--- src/tpfm_pkg.sv ---
// shared types, constants and helpers for the two-channel phase and frequency meter
package tpfm_pkg;

   // default counter width, field widths and configuration reset values
   localparam int DEFAULT_COUNTER_WIDTH = 16;
   localparam int CLOCK_HZ_WIDTH = 27;
   localparam int LATENCY_WIDTH = 10;
   localparam int RELOAD_WIDTH = 16;
   localparam int CSR_INDEX_WIDTH = 2;
   localparam int CSR_DATA_WIDTH = 27;
   localparam int PHASE_WIDTH = 12;
   localparam int PERIOD_OUT_WIDTH = 17;

   localparam logic [CLOCK_HZ_WIDTH-1:0] CLOCK_HZ_RESET = 27'd72000000;
   localparam logic [LATENCY_WIDTH-1:0] LATENCY_RESET = 10'd117;
   localparam logic [RELOAD_WIDTH-1:0] RELOAD_RESET = 16'd65535;

   // phase scale: full turn, half turn and the saturation point before wrap
   localparam int PHASE_FULL = 3600;
   localparam int PHASE_HALF = 1800;
   localparam int PHASE_SAT_LIMIT = 5400;
   localparam int PHASE_SCALE_WIDTH = 12;

   // register indexes
   typedef enum logic [CSR_INDEX_WIDTH-1:0] {
      CSR_TIMER_CLOCK_HZ = 2'd0,
      CSR_LATENCY_COMP   = 2'd1,
      CSR_RELOAD_VALUE   = 2'd2
   } csr_index_type;

   // request and response payloads
   typedef struct packed {
      logic ref_edge;
      logic sig_edge;
   } req_type;

   typedef struct packed {
      logic signed [PHASE_WIDTH-1:0] phase_tenths_deg;
      logic [CLOCK_HZ_WIDTH-1:0] frequency_hz;
      logic [PERIOD_OUT_WIDTH-1:0] period_ticks;
   } rsp_type;

   // divider status
   typedef struct packed {
      logic busy;
      logic done;
   } div_status_type;

   // compensated capture width: count plus one plus the latency term
   function automatic int tick_width(input int counter_width);
      tick_width = ((counter_width > LATENCY_WIDTH) ? counter_width : LATENCY_WIDTH) + 1;
   endfunction

   // divider numerator width: scaled delay or the clock rate, whichever is wider
   function automatic int num_width(input int counter_width);
      int scaled;
      scaled = tick_width(counter_width) + PHASE_SCALE_WIDTH;
      num_width = (scaled > CLOCK_HZ_WIDTH) ? scaled : CLOCK_HZ_WIDTH;
   endfunction

endpackage

--- src/tpfm_capture.sv ---
// free-running tick counter, arming and compensated edge captures
module tpfm_capture #(
   parameter int COUNTER_WIDTH = tpfm_pkg::DEFAULT_COUNTER_WIDTH
) (
   input  logic clock,
   input  logic reset,
   input  logic accept,
   input  tpfm_pkg::req_type req,
   input  logic [tpfm_pkg::LATENCY_WIDTH-1:0] latency_comp,
   input  logic [tpfm_pkg::RELOAD_WIDTH-1:0] reload_value,
   output logic measure_fire,
   output logic [tpfm_pkg::tick_width(COUNTER_WIDTH)-1:0] period_comp,
   output logic [tpfm_pkg::tick_width(COUNTER_WIDTH)-1:0] delay_comp
);
   import tpfm_pkg::*;

   localparam int TickWidth = tick_width(COUNTER_WIDTH);
   localparam int CmpWidth = (COUNTER_WIDTH > RELOAD_WIDTH) ? COUNTER_WIDTH : RELOAD_WIDTH;

   logic [COUNTER_WIDTH-1:0] count_ff, count_in;
   logic [COUNTER_WIDTH-1:0] sig_cap_ff, sig_cap_in;
   logic armed_ff, armed_in;
   logic [TickWidth-1:0] period_ff, period_in;
   logic [TickWidth-1:0] delay_ff, delay_in;
   logic arm_now;
   logic at_reload;

   // one tick: signal latch first, then arm or complete, then advance
   always_comb begin
      sig_cap_in = sig_cap_ff;
      armed_in = armed_ff;
      count_in = count_ff;
      period_in = period_ff;
      delay_in = delay_ff;
      arm_now = req.ref_edge && !armed_ff;
      at_reload = CmpWidth'(count_ff) >= CmpWidth'(reload_value);
      measure_fire = accept && req.ref_edge && armed_ff;
      if (accept) begin
         if (req.sig_edge) begin
            sig_cap_in = count_ff;
         end
         if (req.ref_edge) begin
            armed_in = !armed_ff;
         end
         if (arm_now || at_reload) begin
            count_in = '0;
         end else begin
            count_in = count_ff + COUNTER_WIDTH'(1);
         end
      end
      // compensate both captures when a measurement completes
      if (measure_fire) begin
         period_in = TickWidth'(count_ff) + TickWidth'(1) + TickWidth'(latency_comp);
         delay_in = TickWidth'(sig_cap_in) + TickWidth'(1) + TickWidth'(latency_comp);
      end
   end

   always_ff @(posedge clock) begin
      if (reset) begin
         count_ff <= '0;
         sig_cap_ff <= '0;
         armed_ff <= 1'b0;
      end else begin
         count_ff <= count_in;
         sig_cap_ff <= sig_cap_in;
         armed_ff <= armed_in;
      end
   end

   // captured values, no reset needed
   always_ff @(posedge clock) begin
      period_ff <= period_in;
      delay_ff <= delay_in;
   end

   assign period_comp = period_ff;
   assign delay_comp = delay_ff;

endmodule

--- src/tpfm_divider.sv ---
// shared restoring divider, one quotient bit per cycle
module tpfm_divider #(
   parameter int NUM_WIDTH = 29,
   parameter int DEN_WIDTH = 17
) (
   input  logic clock,
   input  logic reset,
   input  logic start,
   input  logic [NUM_WIDTH-1:0] numerator,
   input  logic [DEN_WIDTH-1:0] denominator,
   output tpfm_pkg::div_status_type status,
   output logic [NUM_WIDTH-1:0] quotient
);
   import tpfm_pkg::*;

   localparam int StepWidth = $clog2(NUM_WIDTH + 1);
   localparam logic [StepWidth-1:0] LastStep = StepWidth'(NUM_WIDTH - 1);

   logic busy_ff, busy_in;
   logic done_ff, done_in;
   logic [StepWidth-1:0] step_ff, step_in;
   logic [NUM_WIDTH-1:0] acc_ff, acc_in;
   logic [DEN_WIDTH-1:0] rem_ff, rem_in;
   logic [DEN_WIDTH-1:0] den_ff, den_in;
   logic [DEN_WIDTH:0] shifted;
   logic [DEN_WIDTH:0] diff;
   logic fits;

   // shift in one numerator bit, subtract when the divisor fits
   always_comb begin
      busy_in = busy_ff;
      done_in = 1'b0;
      step_in = step_ff;
      acc_in = acc_ff;
      rem_in = rem_ff;
      den_in = den_ff;
      shifted = {rem_ff, acc_ff[NUM_WIDTH-1]};
      diff = shifted - {1'b0, den_ff};
      fits = shifted >= {1'b0, den_ff};
      if (start) begin
         busy_in = 1'b1;
         step_in = '0;
         acc_in = numerator;
         rem_in = '0;
         den_in = denominator;
      end else if (busy_ff) begin
         acc_in = {acc_ff[NUM_WIDTH-2:0], fits};
         rem_in = fits ? diff[DEN_WIDTH-1:0] : shifted[DEN_WIDTH-1:0];
         step_in = step_ff + StepWidth'(1);
         if (step_ff == LastStep) begin
            busy_in = 1'b0;
            done_in = 1'b1;
         end
      end
   end

   always_ff @(posedge clock) begin
      if (reset) begin
         busy_ff <= 1'b0;
         done_ff <= 1'b0;
         step_ff <= '0;
      end else begin
         busy_ff <= busy_in;
         done_ff <= done_in;
         step_ff <= step_in;
      end
   end

   always_ff @(posedge clock) begin
      acc_ff <= acc_in;
      rem_ff <= rem_in;
      den_ff <= den_in;
   end

   assign status.busy = busy_ff;
   assign status.done = done_ff;
   assign quotient = acc_ff;

endmodule

--- src/two_channel_phase_frequency_meter.sv ---
// top level: configuration registers, measurement sequencer and response register
//
//   channel  ports                             moves
//   req      req_valid req_ready req_data      one timer tick with both edge flags
//   rsp      rsp_valid rsp_ready rsp_data      phase, frequency and period of one cycle
//   csr      csr_wr_en csr_index csr_wdata     register write, no wait, no read-back
//
// a tick that does not complete a measurement leaves req_ready high; one that does
// holds req_ready low while the shared divider runs phase and then frequency.
// reset is synchronous and needs no clearing pass. a waiting response stalls the
// sequencer only at its last step; ticks flow while it is held and the block is idle.
module two_channel_phase_frequency_meter #(
   parameter int COUNTER_WIDTH = tpfm_pkg::DEFAULT_COUNTER_WIDTH
) (
   input  logic clock,
   input  logic reset,
   input  logic req_valid,
   output logic req_ready,
   input  tpfm_pkg::req_type req_data,
   output logic rsp_valid,
   input  logic rsp_ready,
   output tpfm_pkg::rsp_type rsp_data,
   input  logic csr_wr_en,
   input  logic [tpfm_pkg::CSR_INDEX_WIDTH-1:0] csr_index,
   input  logic [tpfm_pkg::CSR_DATA_WIDTH-1:0] csr_wdata
);
   import tpfm_pkg::*;

   localparam int TickWidth = tick_width(COUNTER_WIDTH);
   localparam int NumWidth = num_width(COUNTER_WIDTH);
   localparam int PeriodWide = (TickWidth > PERIOD_OUT_WIDTH) ? TickWidth : PERIOD_OUT_WIDTH;

   typedef enum logic [6:0] {
      ST_IDLE  = 7'b0000001,
      ST_PREP  = 7'b0000010,
      ST_MUL   = 7'b0000100,
      ST_PGO   = 7'b0001000,
      ST_PDIV  = 7'b0010000,
      ST_FDIV  = 7'b0100000,
      ST_DONE  = 7'b1000000
   } state_type;

   state_type state_ff, state_in;
   logic [CLOCK_HZ_WIDTH-1:0] clock_hz_ff, clock_hz_in;
   logic [LATENCY_WIDTH-1:0] latency_ff, latency_in;
   logic [RELOAD_WIDTH-1:0] reload_ff, reload_in;
   logic [TickWidth-1:0] delay_adj_ff, delay_adj_in;
   logic [NumWidth-1:0] num_ff, num_in;
   logic wrap_ff, wrap_in;
   logic signed [PHASE_WIDTH-1:0] phase_ff, phase_in;
   logic [CLOCK_HZ_WIDTH-1:0] freq_ff, freq_in;
   rsp_type rsp_ff, rsp_in;
   logic rsp_valid_ff, rsp_valid_in;

   logic accept;
   logic measure_fire;
   logic [TickWidth-1:0] period_comp;
   logic [TickWidth-1:0] delay_comp;
   logic div_start;
   logic [NumWidth-1:0] div_num;
   div_status_type div_status;
   logic [NumWidth-1:0] div_quot;
   logic [PHASE_WIDTH:0] phase_shift;
   logic signed [PHASE_WIDTH-1:0] phase_calc;
   logic [PeriodWide-1:0] period_wide;

   assign req_ready = (state_ff == ST_IDLE);
   assign accept = req_valid && req_ready;

   // configuration writes
   always_comb begin
      clock_hz_in = clock_hz_ff;
      latency_in = latency_ff;
      reload_in = reload_ff;
      if (csr_wr_en) begin
         unique case (csr_index)
            CSR_TIMER_CLOCK_HZ: clock_hz_in = csr_wdata[CLOCK_HZ_WIDTH-1:0];
            CSR_LATENCY_COMP:   latency_in = csr_wdata[LATENCY_WIDTH-1:0];
            CSR_RELOAD_VALUE:   reload_in = csr_wdata[RELOAD_WIDTH-1:0];
            default: ;
         endcase
      end
   end

   tpfm_capture #(
      .COUNTER_WIDTH(COUNTER_WIDTH)
   ) u_capture (
      .clock(clock),
      .reset(reset),
      .accept(accept),
      .req(req_data),
      .latency_comp(latency_ff),
      .reload_value(reload_ff),
      .measure_fire(measure_fire),
      .period_comp(period_comp),
      .delay_comp(delay_comp)
   );

   // divider shared between phase and frequency
   assign div_start = (state_ff == ST_PGO) || ((state_ff == ST_PDIV) && div_status.done);
   assign div_num = (state_ff == ST_PGO) ? num_ff : NumWidth'(clock_hz_ff);

   tpfm_divider #(
      .NUM_WIDTH(NumWidth),
      .DEN_WIDTH(TickWidth)
   ) u_divider (
      .clock(clock),
      .reset(reset),
      .start(div_start),
      .numerator(div_num),
      .denominator(period_comp),
      .status(div_status),
      .quotient(div_quot)
   );

   // phase from the quotient: wrap into the negative half, saturate a stale capture
   always_comb begin
      phase_shift = div_quot[PHASE_WIDTH:0] - (PHASE_WIDTH + 1)'(PHASE_FULL);
      if (!wrap_ff) begin
         phase_calc = div_quot[PHASE_WIDTH-1:0];
      end else if (div_quot > NumWidth'(PHASE_SAT_LIMIT)) begin
         phase_calc = PHASE_WIDTH'(PHASE_HALF);
      end else begin
         phase_calc = phase_shift[PHASE_WIDTH-1:0];
      end
   end

   assign period_wide = PeriodWide'(period_comp);

   // measurement sequencer
   always_comb begin
      state_in = state_ff;
      delay_adj_in = delay_adj_ff;
      num_in = num_ff;
      wrap_in = wrap_ff;
      phase_in = phase_ff;
      freq_in = freq_ff;
      rsp_in = rsp_ff;
      rsp_valid_in = rsp_valid_ff && !rsp_ready;
      unique case (state_ff)
         ST_IDLE: begin
            if (measure_fire) begin
               state_in = ST_PREP;
            end
         end
         ST_PREP: begin
            // take the period off a delay longer than the period
            delay_adj_in = (delay_comp > period_comp) ? (delay_comp - period_comp) : delay_comp;
            state_in = ST_MUL;
         end
         ST_MUL: begin
            num_in = NumWidth'(delay_adj_ff) * NumWidth'(PHASE_FULL);
            wrap_in = {delay_adj_ff, 1'b0} > {1'b0, period_comp};
            state_in = ST_PGO;
         end
         ST_PGO: begin
            state_in = ST_PDIV;
         end
         ST_PDIV: begin
            if (div_status.done) begin
               phase_in = phase_calc;
               state_in = ST_FDIV;
            end
         end
         ST_FDIV: begin
            if (div_status.done) begin
               freq_in = div_quot[CLOCK_HZ_WIDTH-1:0];
               state_in = ST_DONE;
            end
         end
         ST_DONE: begin
            if (!rsp_valid_ff || rsp_ready) begin
               rsp_in.phase_tenths_deg = phase_ff;
               rsp_in.frequency_hz = freq_ff;
               rsp_in.period_ticks = period_wide[PERIOD_OUT_WIDTH-1:0];
               rsp_valid_in = 1'b1;
               state_in = ST_IDLE;
            end
         end
         default: state_in = ST_IDLE;
      endcase
   end

   always_ff @(posedge clock) begin
      if (reset) begin
         state_ff <= ST_IDLE;
         clock_hz_ff <= CLOCK_HZ_RESET;
         latency_ff <= LATENCY_RESET;
         reload_ff <= RELOAD_RESET;
         rsp_valid_ff <= 1'b0;
      end else begin
         state_ff <= state_in;
         clock_hz_ff <= clock_hz_in;
         latency_ff <= latency_in;
         reload_ff <= reload_in;
         rsp_valid_ff <= rsp_valid_in;
      end
   end

   always_ff @(posedge clock) begin
      delay_adj_ff <= delay_adj_in;
      num_ff <= num_in;
      wrap_ff <= wrap_in;
      phase_ff <= phase_in;
      freq_ff <= freq_in;
      rsp_ff <= rsp_in;
   end

   assign rsp_valid = rsp_valid_ff;
   assign rsp_data = rsp_ff;

   // divider is never restarted while it is still iterating
   a_start_idle_divider: assert property (@(posedge clock) disable iff (reset)
      div_start |-> !div_status.busy)
      else $error("divider started while busy");

   // a response leaving the sequencer is valid next cycle and the block is idle again
   a_done_to_idle: assert property (@(posedge clock) disable iff (reset)
      (state_ff == ST_DONE && (!rsp_valid_ff || rsp_ready)) |=>
         (rsp_valid_ff && state_ff == ST_IDLE))
      else $error("response load did not return to idle");

   // delivered phase stays within half a turn either way
   a_phase_range: assert property (@(posedge clock) disable iff (reset)
      rsp_valid_ff |-> (rsp_ff.phase_tenths_deg >= -PHASE_WIDTH'(PHASE_HALF) &&
                        rsp_ff.phase_tenths_deg <= PHASE_WIDTH'(PHASE_HALF)))
      else $error("phase out of range");

   // a completing tick always leaves idle on the next cycle
   a_fire_leaves_idle: assert property (@(posedge clock) disable iff (reset)
      measure_fire |=> (state_ff == ST_PREP))
      else $error("measurement not started");

endmodule
--- config.mk ---
export PLATFORM = sky130hd
export DESIGN_NAME = two_channel_phase_frequency_meter
export DESIGN_NICKNAME = d
export VERILOG_FILES = /design/src/tpfm_pkg.sv /design/src/tpfm_capture.sv /design/src/tpfm_divider.sv /design/src/two_channel_phase_frequency_meter.sv
export SDC_FILE = /design/constraint.sdc
export NUM_CORES = 1
export LEC_CHECK = 0
export BUFFER_PORTS_ARGS = -buffer_cell sky130_fd_sc_hd__buf_2
export CAP_MARGIN = 25
export CORE_MARGIN = 2
export CORE_UTILIZATION = 50
export DETAILED_ROUTE_END_ITERATION = 8
export PLACE_DENSITY = 0.71
export SYNTH_ARGS = -nofsm -noshare
export SYNTH_HDL_FRONTEND = slang
export SYNTH_SLANG_ARGS = --single-unit
--- constraint.sdc ---
create_clock -name clock -period 4.54 [get_ports clock]
set_input_delay 0.227 -clock clock [delete_from_list [all_inputs] [get_ports clock]]
set_output_delay 0.227 -clock clock [all_outputs]
set_load 0.02 [all_outputs]
# After elaboration in Yosys (flattened, before gate mapping)
# Cells that the tools add are included.
# totals
ff_bits	336
word_cells	99
# classes
add_sub_neg	9
multipliers	1
n_lt_le_gt_ge	5
eq_ne	14
mux	21
bitwise	1
reduce_logical	24
# ops
operator	n
2-to-1 mux 29 bit	3
case mux 7 bit (7 select lines)	1
2-to-1 mux 16 bit	3
adder 16 x 1 -> 17 bit (second input constant)	2
adder 17 x 10 -> 17 bit	2
2-to-1 mux 17 bit	2
subtractor 17 bit	2
> comparator 29 x 13 -> 1 bit (second input constant)	1
2-to-1 mux 7 bit	4
multiplier 17 x 8 -> 25 bit (second input constant)	1
2-to-1 mux 12 bit	2
>= comparator 18 x 17 -> 1 bit	1
> comparator 18 x 17 -> 1 bit	1
> comparator 17 bit	1
adder 16 x 1 -> 16 bit (second input constant)	1
>= comparator 16 bit	1
AND reduction 2 bit	7
subtractor 12 bit (second input constant)	1
equality test 7 x 1 -> 1 bit (second input constant)	1
equality test 7 x 2 -> 1 bit (second input constant)	1
equality test 7 x 3 -> 1 bit (second input constant)	1
equality test 7 x 4 -> 1 bit (second input constant)	1
equality test 7 x 5 -> 1 bit (second input constant)	1
equality test 7 x 6 -> 1 bit (second input constant)	1
other kinds (17)	33

# Depth between registers and ports, before layout
# Gate-level depths: netlist of run 1.
# depth
word_depth	6
depth_mapped	17
ltp_nobuf	17

# Cells and area by module
# From an unflattened synthesis of run 1, not the netlist that was laid out.
# unflattened
hier_cells	1677
area_unflattened_um2	18506.5
# by_module_without_submodules
mod	n_inst	cells_per_inst	area_each_um2	seq_area_each_um2
two_channel_phase_frequency_meter	1	951	10707.8	5365.1
tpfm_capture	1	394	4066.4	1681.6
tpfm_divider	1	332	3732.3	1861.8

# Worst setup path before layout of run 1
# No wires, ideal clock.
# synth_timing
path_type	reg2reg
from	register delay_adj_ff[11]
to	register num_ff[26] (data pin)
setup_ps	255
t_arrival_ps	3909
t_required_ps	4285
slack_ps	376
path_stages_with_launch	16
path_buffers	1
synth_period_minus_slack_ps	4164
cell_sequence	edfxtp_1 > inv_1 > fa_1 > inv_1 > ha_1 > inv_1 > fa_1 > inv_1 > ha_1 > ha_1 > clkbuf_1 > and4_1 > a221oi_1 > o21ai_0 > or3b_2 > and3_1
# synth_between
elab_chain_cells	1
# synth_lines
item	line	source
from (decl)	two_channel_phase_frequency_meter.sv:47	logic [TickWidth-1:0] delay_adj_ff, delay_adj_in;
from (signal assigned)	two_channel_phase_frequency_meter.sv:201	delay_adj_ff <= delay_adj_in;
multiplier 17 x 8 -> 25 bit	two_channel_phase_frequency_meter.sv:152	num_in = NumWidth'(delay_adj_ff) * NumWidth'(PHASE_FULL);
to (signal assigned)	two_channel_phase_frequency_meter.sv:202	num_ff <= num_in;
to (decl)	two_channel_phase_frequency_meter.sv:48	logic [NumWidth-1:0] num_ff, num_in;
# Every way passes these cells.
# A chain may end at the register's enable or synchronous reset.

# Final worst setup path of run 1
# layout_timing
from	register delay_adj_ff[9]
to	register num_ff[26] (data pin)
# The elaborated chain is that of the path after synthesis.

==> results of run 1 <==
[cells in the final DEF, fill, tap and decap left out, types with 21 or more instances in the layout]
master           n
o21ai_0         71
nor3_1          22
nand4_1         21
o21a_1          22
xor2_1          27
nor2_1         153
dlygate4sd3_1   27
a21o_1          25
a21oi_1         95
fa_1            30
buf_2           93
o22ai_1         24
buf_4           27
ha_1           155
dfxtp_1        118
inv_1          146
clkbuf_16       37
nand2_1        142
edfxtp_1       218
xnor2_1         48
nand3_1         33
[cell families (layout without fill, tap and decap cells)]
family / Yosys count / after routing / share of synthesized area
XOR/XNOR: 75 / 75 / 0.0364
AND/OR/NAND/NOR: 491 / 491 / 0.131
multiplexers: 26 / 26 / 0.0153
adder cells (fa/ha/maj): 185 / 185 / 0.141
flip-flops: 336 / 336 / 0.494
AO/OA/AOI/OAI: 374 / 374 / 0.138
buffers and inverters: 197 / 362 / 0.0448
[worst max path at each step]
| stage | start | endpoint | slack [ns] | depth (start not counted) |
|---|---|---|---|---|
| after global routing | delay_adj_ff[3] | num_ff[21] | 0.0003 | 17 |
| after CTS | delay_adj_ff[3] | num_ff[21] | 0.10 | 17 |
| final | delay_adj_ff[9] | num_ff[26] | 0.21 | 15 |
| after global placement | delay_adj_ff[3] | num_ff[21] | 0.21 | 17 |
| after floorplan | delay_adj_ff[11] | num_ff[26] | 0.38 | 15 |
| after detailed placement | delay_adj_ff[3] | num_ff[21] | 0.09 | 17 |
[area by class of cell]
class | count | share of cell area
clock buffer | 51 | 0.0504
clock inverter | 16 | 0.00935
inverter | 147 | 0.0268
multi-input combinational | 1151 | 0.406
sequential | 336 | 0.432
tap | 461 | 0.0280
timing repair buffer | 148 | 0.0469
[critical path, delay by kind of cell (launching register included)]
kind,cells,cell delay [ns]
flops,1,0.35
buf+inv,4,0.27
fa+ha+maj,5,1.89
simple gates,2,0.64
compound gates,4,0.93
[report_power, final]
part           switching (mW)  internal (mW)
clock network            1.25           1.74
logic                    1.17          0.829
registers              0.0982           3.44
total                    2.52           6.01
[registers in the layout (all words and copies together) (netlist names), 25 cells and up]
name                flops
rsp_data               56
u_divider.quotient     29
num_ff                 25
freq_ff                27
clock_hz_ff            27
[timing repair]
| item | 4_1_cts | 5_1_grt |
|---|---|---|
| hold buffers | 27 | 0 |
| setup endpoints to repair | 0 | 5 |
| gates resized for setup | 0 | 6 |
| hold endpoints to repair | 47 | 0 |
[metrics by stage]
stage | utilization | power [mW] | hold slack, ns
3_3_place_gp | 0.536 | 5.49 | 0.404
3_5_place_dp | 0.536 | 5.55 | 0.405
6_report | 0.579 | 8.53 | 0.123
4_1_cts | 0.578 | 8.57 | 0.105
5_1_grt | 0.579 | 8.96 | 0.146
2_1_floorplan | - | 5.04 | 0.345
[routing by layer]
metal,track usage,share of wire
met2,0.377,0.47
met5,0,0.00023
met3,0.0379,0.059
met4,0.0828,0.034
met1,0.301,0.43
==> metrics.txt, run 1 <==
Post-Syn Area 18000 sq um; slowest stage cell, crit path fa_1; number of I/O pins 94; DP HPWL 31.8 mm; Cells after Synth 1684; Max-slew headroom 0.367; CTS tree yes; Area contributors post-synth edfxtp_1 36%, dfxtp_1 13%, ha_1 11%; count leader, synth edfxtp_1; GRT Util Overall 0.227; Die H 194 um; total gr overflow 0; RR Startpoint delay_adj_ff[9]; die area 37600 sq um; clk slew on worst S/H paths 0.06 ns; synthesized net count 1905; Final min period 4.33 ns; per-cell routed wire length 18.5 um; CP most frequent cell inv_1; antenna violations before repair 1; Post-synth EDFFs 218; register area 8910 sq um; cts bufs inserted 37; crit-path cells inv_1 -> fa_1 -> inv_1 -> ha_1 -> inv_1 -> fa_1 -> inv_1 -> ha_1 -> ha_1 -> a21o_1 -> a21o_1 -> a221oi_1 -> o21ai_1 -> or3b_2 -> and3_1; Post-Layout Cell Count 2310; NumNets Final 2042; Die W 194 um; core area 35600 sq um; crit start category flop; Initial DRC Count 803; sequential share of the synthesized area 0.494; CTS root buffer clkbuf_16; pre-CTS setup slack 0.0896 ns; Hold Fails Final Rpt 0; Pre-antenna DRT Iters 5; vias 13151; final antenna-violating net count 0; Layout Skew 0.0218 ns; Multi-input gate area 8380 sq um; post-CTS setup buffers 0; row count 69; Mean Syn Cell Area 10.7 sq um; clock latency on the worst-skew pair 0.55 ns; outcome finished clean; vias in the first global route 12904; Slew Viols, Final 0; endpoints failing setup 0; Syn-to-layout area delta 14.2%; slowest stage delay, CP 0.56 ns; unrepaired setup endpoints after global routing no; path type of the worst min-delay path in2reg; Worst Reg-to-Reg Cells 15; Yosys reg bits 336; final instance area 20600 sq um; Yosys top cell area share 0.363; Cell variety after synth 88; WHS Endpoint u_capture.armed_ff; synth warn 0; leakage power 8.68 nW; clock tree buffer depth 3; asr flop ratio synth 0; setup ws final 0.210 ns; setup TNS 0 ns; Max Cap Viol 0; layout cells sized above 1 0.123; critical path capture point type flop; P per Cell Area 414 nW/um^2; GPL Wtd Cong 0.891; Slew @ Worst Pin 0.944 ns; first-pass GRT wire length 68.6 mm; r2r setup slk 0.21 ns; Post-DP Area 19100 sq um; top_reg_cell synth edfxtp_1; Initial Util 0.507; cell taking the most area after synthesis edfxtp_1; Port Buffers 93; hold path cells 4; crit share post-route 0.954; Hold Startpoint req_data[1]; top cells by count, synth 218 x edfxtp_1, 155 x ha_1, 154 x nor2_1, 146 x inv_1, 142 x nand2_1; Fillers 3007; highest achievable clock rate 0.231 GHz; drt total wl 42.7 mm; n_diodes 0; Num Clock Sinks 336; Crit Reg-Reg Endpoint num_ff[26]; critical path class reg2reg; Residual DRC 0; CP max FO 6; Placed Cells 2215; CP arrival 4.63 ns; largest net degree at the start of global routing 57; Vias/cell 5.69; Worst IR Drop VDD 0.000286 V; H-tree levels 2; WP data required 4.84 ns
No activity file was read; power rests on OpenSTA's default activity.
==> inputs of run 2 (changes only) <==
--- a/config.mk
+++ b/config.mk
@@ -10,6 +10,7 @@
 export CORE_MARGIN = 2
 export CORE_UTILIZATION = 50
 export DETAILED_ROUTE_END_ITERATION = 8
+export GPL_TIMING_DRIVEN = 0
 export PLACE_DENSITY = 0.71
 export SYNTH_ARGS = -nofsm -noshare
 export SYNTH_HDL_FRONTEND = slang
==> run 2 against run 1 <==
Hold slack got worse by 0.033 ns. Critical path depth did not move. Critical path type unchanged. Die area did not move. Largest power group unchanged.
==> metrics.txt, run 2 (synthesis results as in run 1) <==
Die H 194 um; Multi-input gate area 8400 sq um; critical path class reg2reg; antenna violations before repair 0; setup TNS 0 ns; number of I/O pins 94; Max-slew headroom 0.407; first-pass GRT wire length 68.9 mm; most common cell after layout, fill and taps aside edfxtp_1; Max Cap Viol 0; clock latency on the worst-skew pair 0.56 ns; CTS root buffer clkbuf_16; GPL Wtd Cong 0.933; Worst IR Drop VDD 0.000255 V; Num Clock Sinks 336; Die W 194 um; unrepaired setup endpoints after global routing no; final antenna-violating net count 0; most frequent cells in the layout 218 x edfxtp_1, 155 x ha_1, 153 x nor2_1; CP arrival 4.67 ns; crit share post-route 0.960; register area 8910 sq um; total power 8.64 mW; critical path capture point type flop; Syn-to-layout area delta 15.6%; max FFs per register 56; RR Startpoint delay_adj_ff[9]; Initial DRC Count 905; n_diodes 0; clk slew on worst S/H paths 0.06 ns; Hold Fails Final Rpt 0; Slew @ Worst Pin 0.888 ns; CTS tree yes; NumNets Final 2083; endpoints failing setup 0; outcome finished clean; CP max FO 8; Layout Skew 0.0288 ns; highest achievable clock rate 0.229 GHz; GRT Util Overall 0.230; vias 13170; die area 37600 sq um; Setup crit start delay_adj_ff[9]; P per Cell Area 414 nW/um^2; total gr overflow 0; clock tree buffer depth 3; Pre-antenna DRT Iters 5; drt total wl 43.8 mm; path type of the worst min-delay path in2reg; WP data required 4.85 ns; H-tree levels 2; Hold Startpoint reset; DP HPWL 33.3 mm; Port Buffers 93; Final min period 4.36 ns; largest net degree at the start of global routing 38; vias in the first global route 12891; Vias/cell 5.60; Slew Viols, Final 0; core area 35600 sq um; row count 69; layout cells sized above 1 0.122; Initial Util 0.507; Fillers 3020; Residual DRC 0; leakage power 8.77 nW; cts bufs inserted 38; crit start category flop; per-cell routed wire length 18.6 um
==> run 2: changes by cell type in the layout (fill, tap and decap cells not counted), moves of 4 or more <==
cell,previous run,this run
buf_6,0,9
buf_2,93,97
clkbuf_1,8,47
buf_4,27,11
clkbuf_8,6,2
==> run 2: area by class of cell <==
cell class / instances / share of cell area
sequential: 336 / 0.427
buffer: 50 / 0.0123
tap: 461 / 0.0277
clock inverter: 19 / 0.0104
multi-input combinational: 1151 / 0.403
clock buffer: 50 / 0.0492
inverter: 147 / 0.0265
timing repair buffer: 138 / 0.0442
==> run 2: critical path: stages, from the launching register on <==
cell and delay (ns):
edfxtp_1 0.43, inv_2 0.12, fa_1 0.54, inv_1 0.04, ha_1 0.26, inv_1 0.05
fa_1 0.51, inv_1 0.05, ha_1 0.29, ha_1 0.30, clkbuf_1 0.20, and4_1 0.28
a221oi_2 0.25, o21ai_1 0.16, or3b_2 0.46, and3_1 0.19
==> run 2: layer usage <==
layer / up-vias / global-route usage / wire length [um]
met1: 6353 / 0.309 / 19800
li1: 6427 / - / -
met2: 322 / 0.391 / 20900
met3: 68 / 0.0320 / 2040
met5: - / 0 / 0
met4: 0 / 0.0668 / 1090
==> run 2: path summary, 6_finish.rpt <==
kind                             end  slack, ns  depth (start not counted)
max                       num_ff[26]       0.18                         15
min          u_capture.sig_cap_ff[1]       0.09                          3
max reg2reg               num_ff[26]       0.18                         15
min reg2reg             rsp_data[36]       0.42                          0
==> run 2: repair_timing <==
item                                   4_1_cts  5_1_grt
endpoints found under the hold margin       53        0
gates cloned                                 0        0
pin swaps                                    0        3
setup endpoints to repair                    7        9
hold buffers                                27        0
resized for setup                            3        9
buffers inserted                             2        8
==> run 2: where the power goes <==
part	internal [mW]	switching [mW]	leakage [nW]
Clock	1.79	1.25	0.608
Combinational	0.858	1.19	5.23
Sequential	3.44	0.108	2.93
==> run 2: per-stage QoR <==
stage	setup WS, ns	utilization	hold WS (ns)	instances	cell area (sq um)
after floorplan	0.376	-	0.345	1684	18000
after global placement	-0.170	0.537	0.404	2238	19100
after detailed placement	-0.188	0.540	0.405	2245	19200
after CTS	-0.0313	0.584	0.0708	2343	20800
after global routing	0.0282	0.586	0.0978	2352	20900
final	0.181	0.586	0.0895	2352	20900
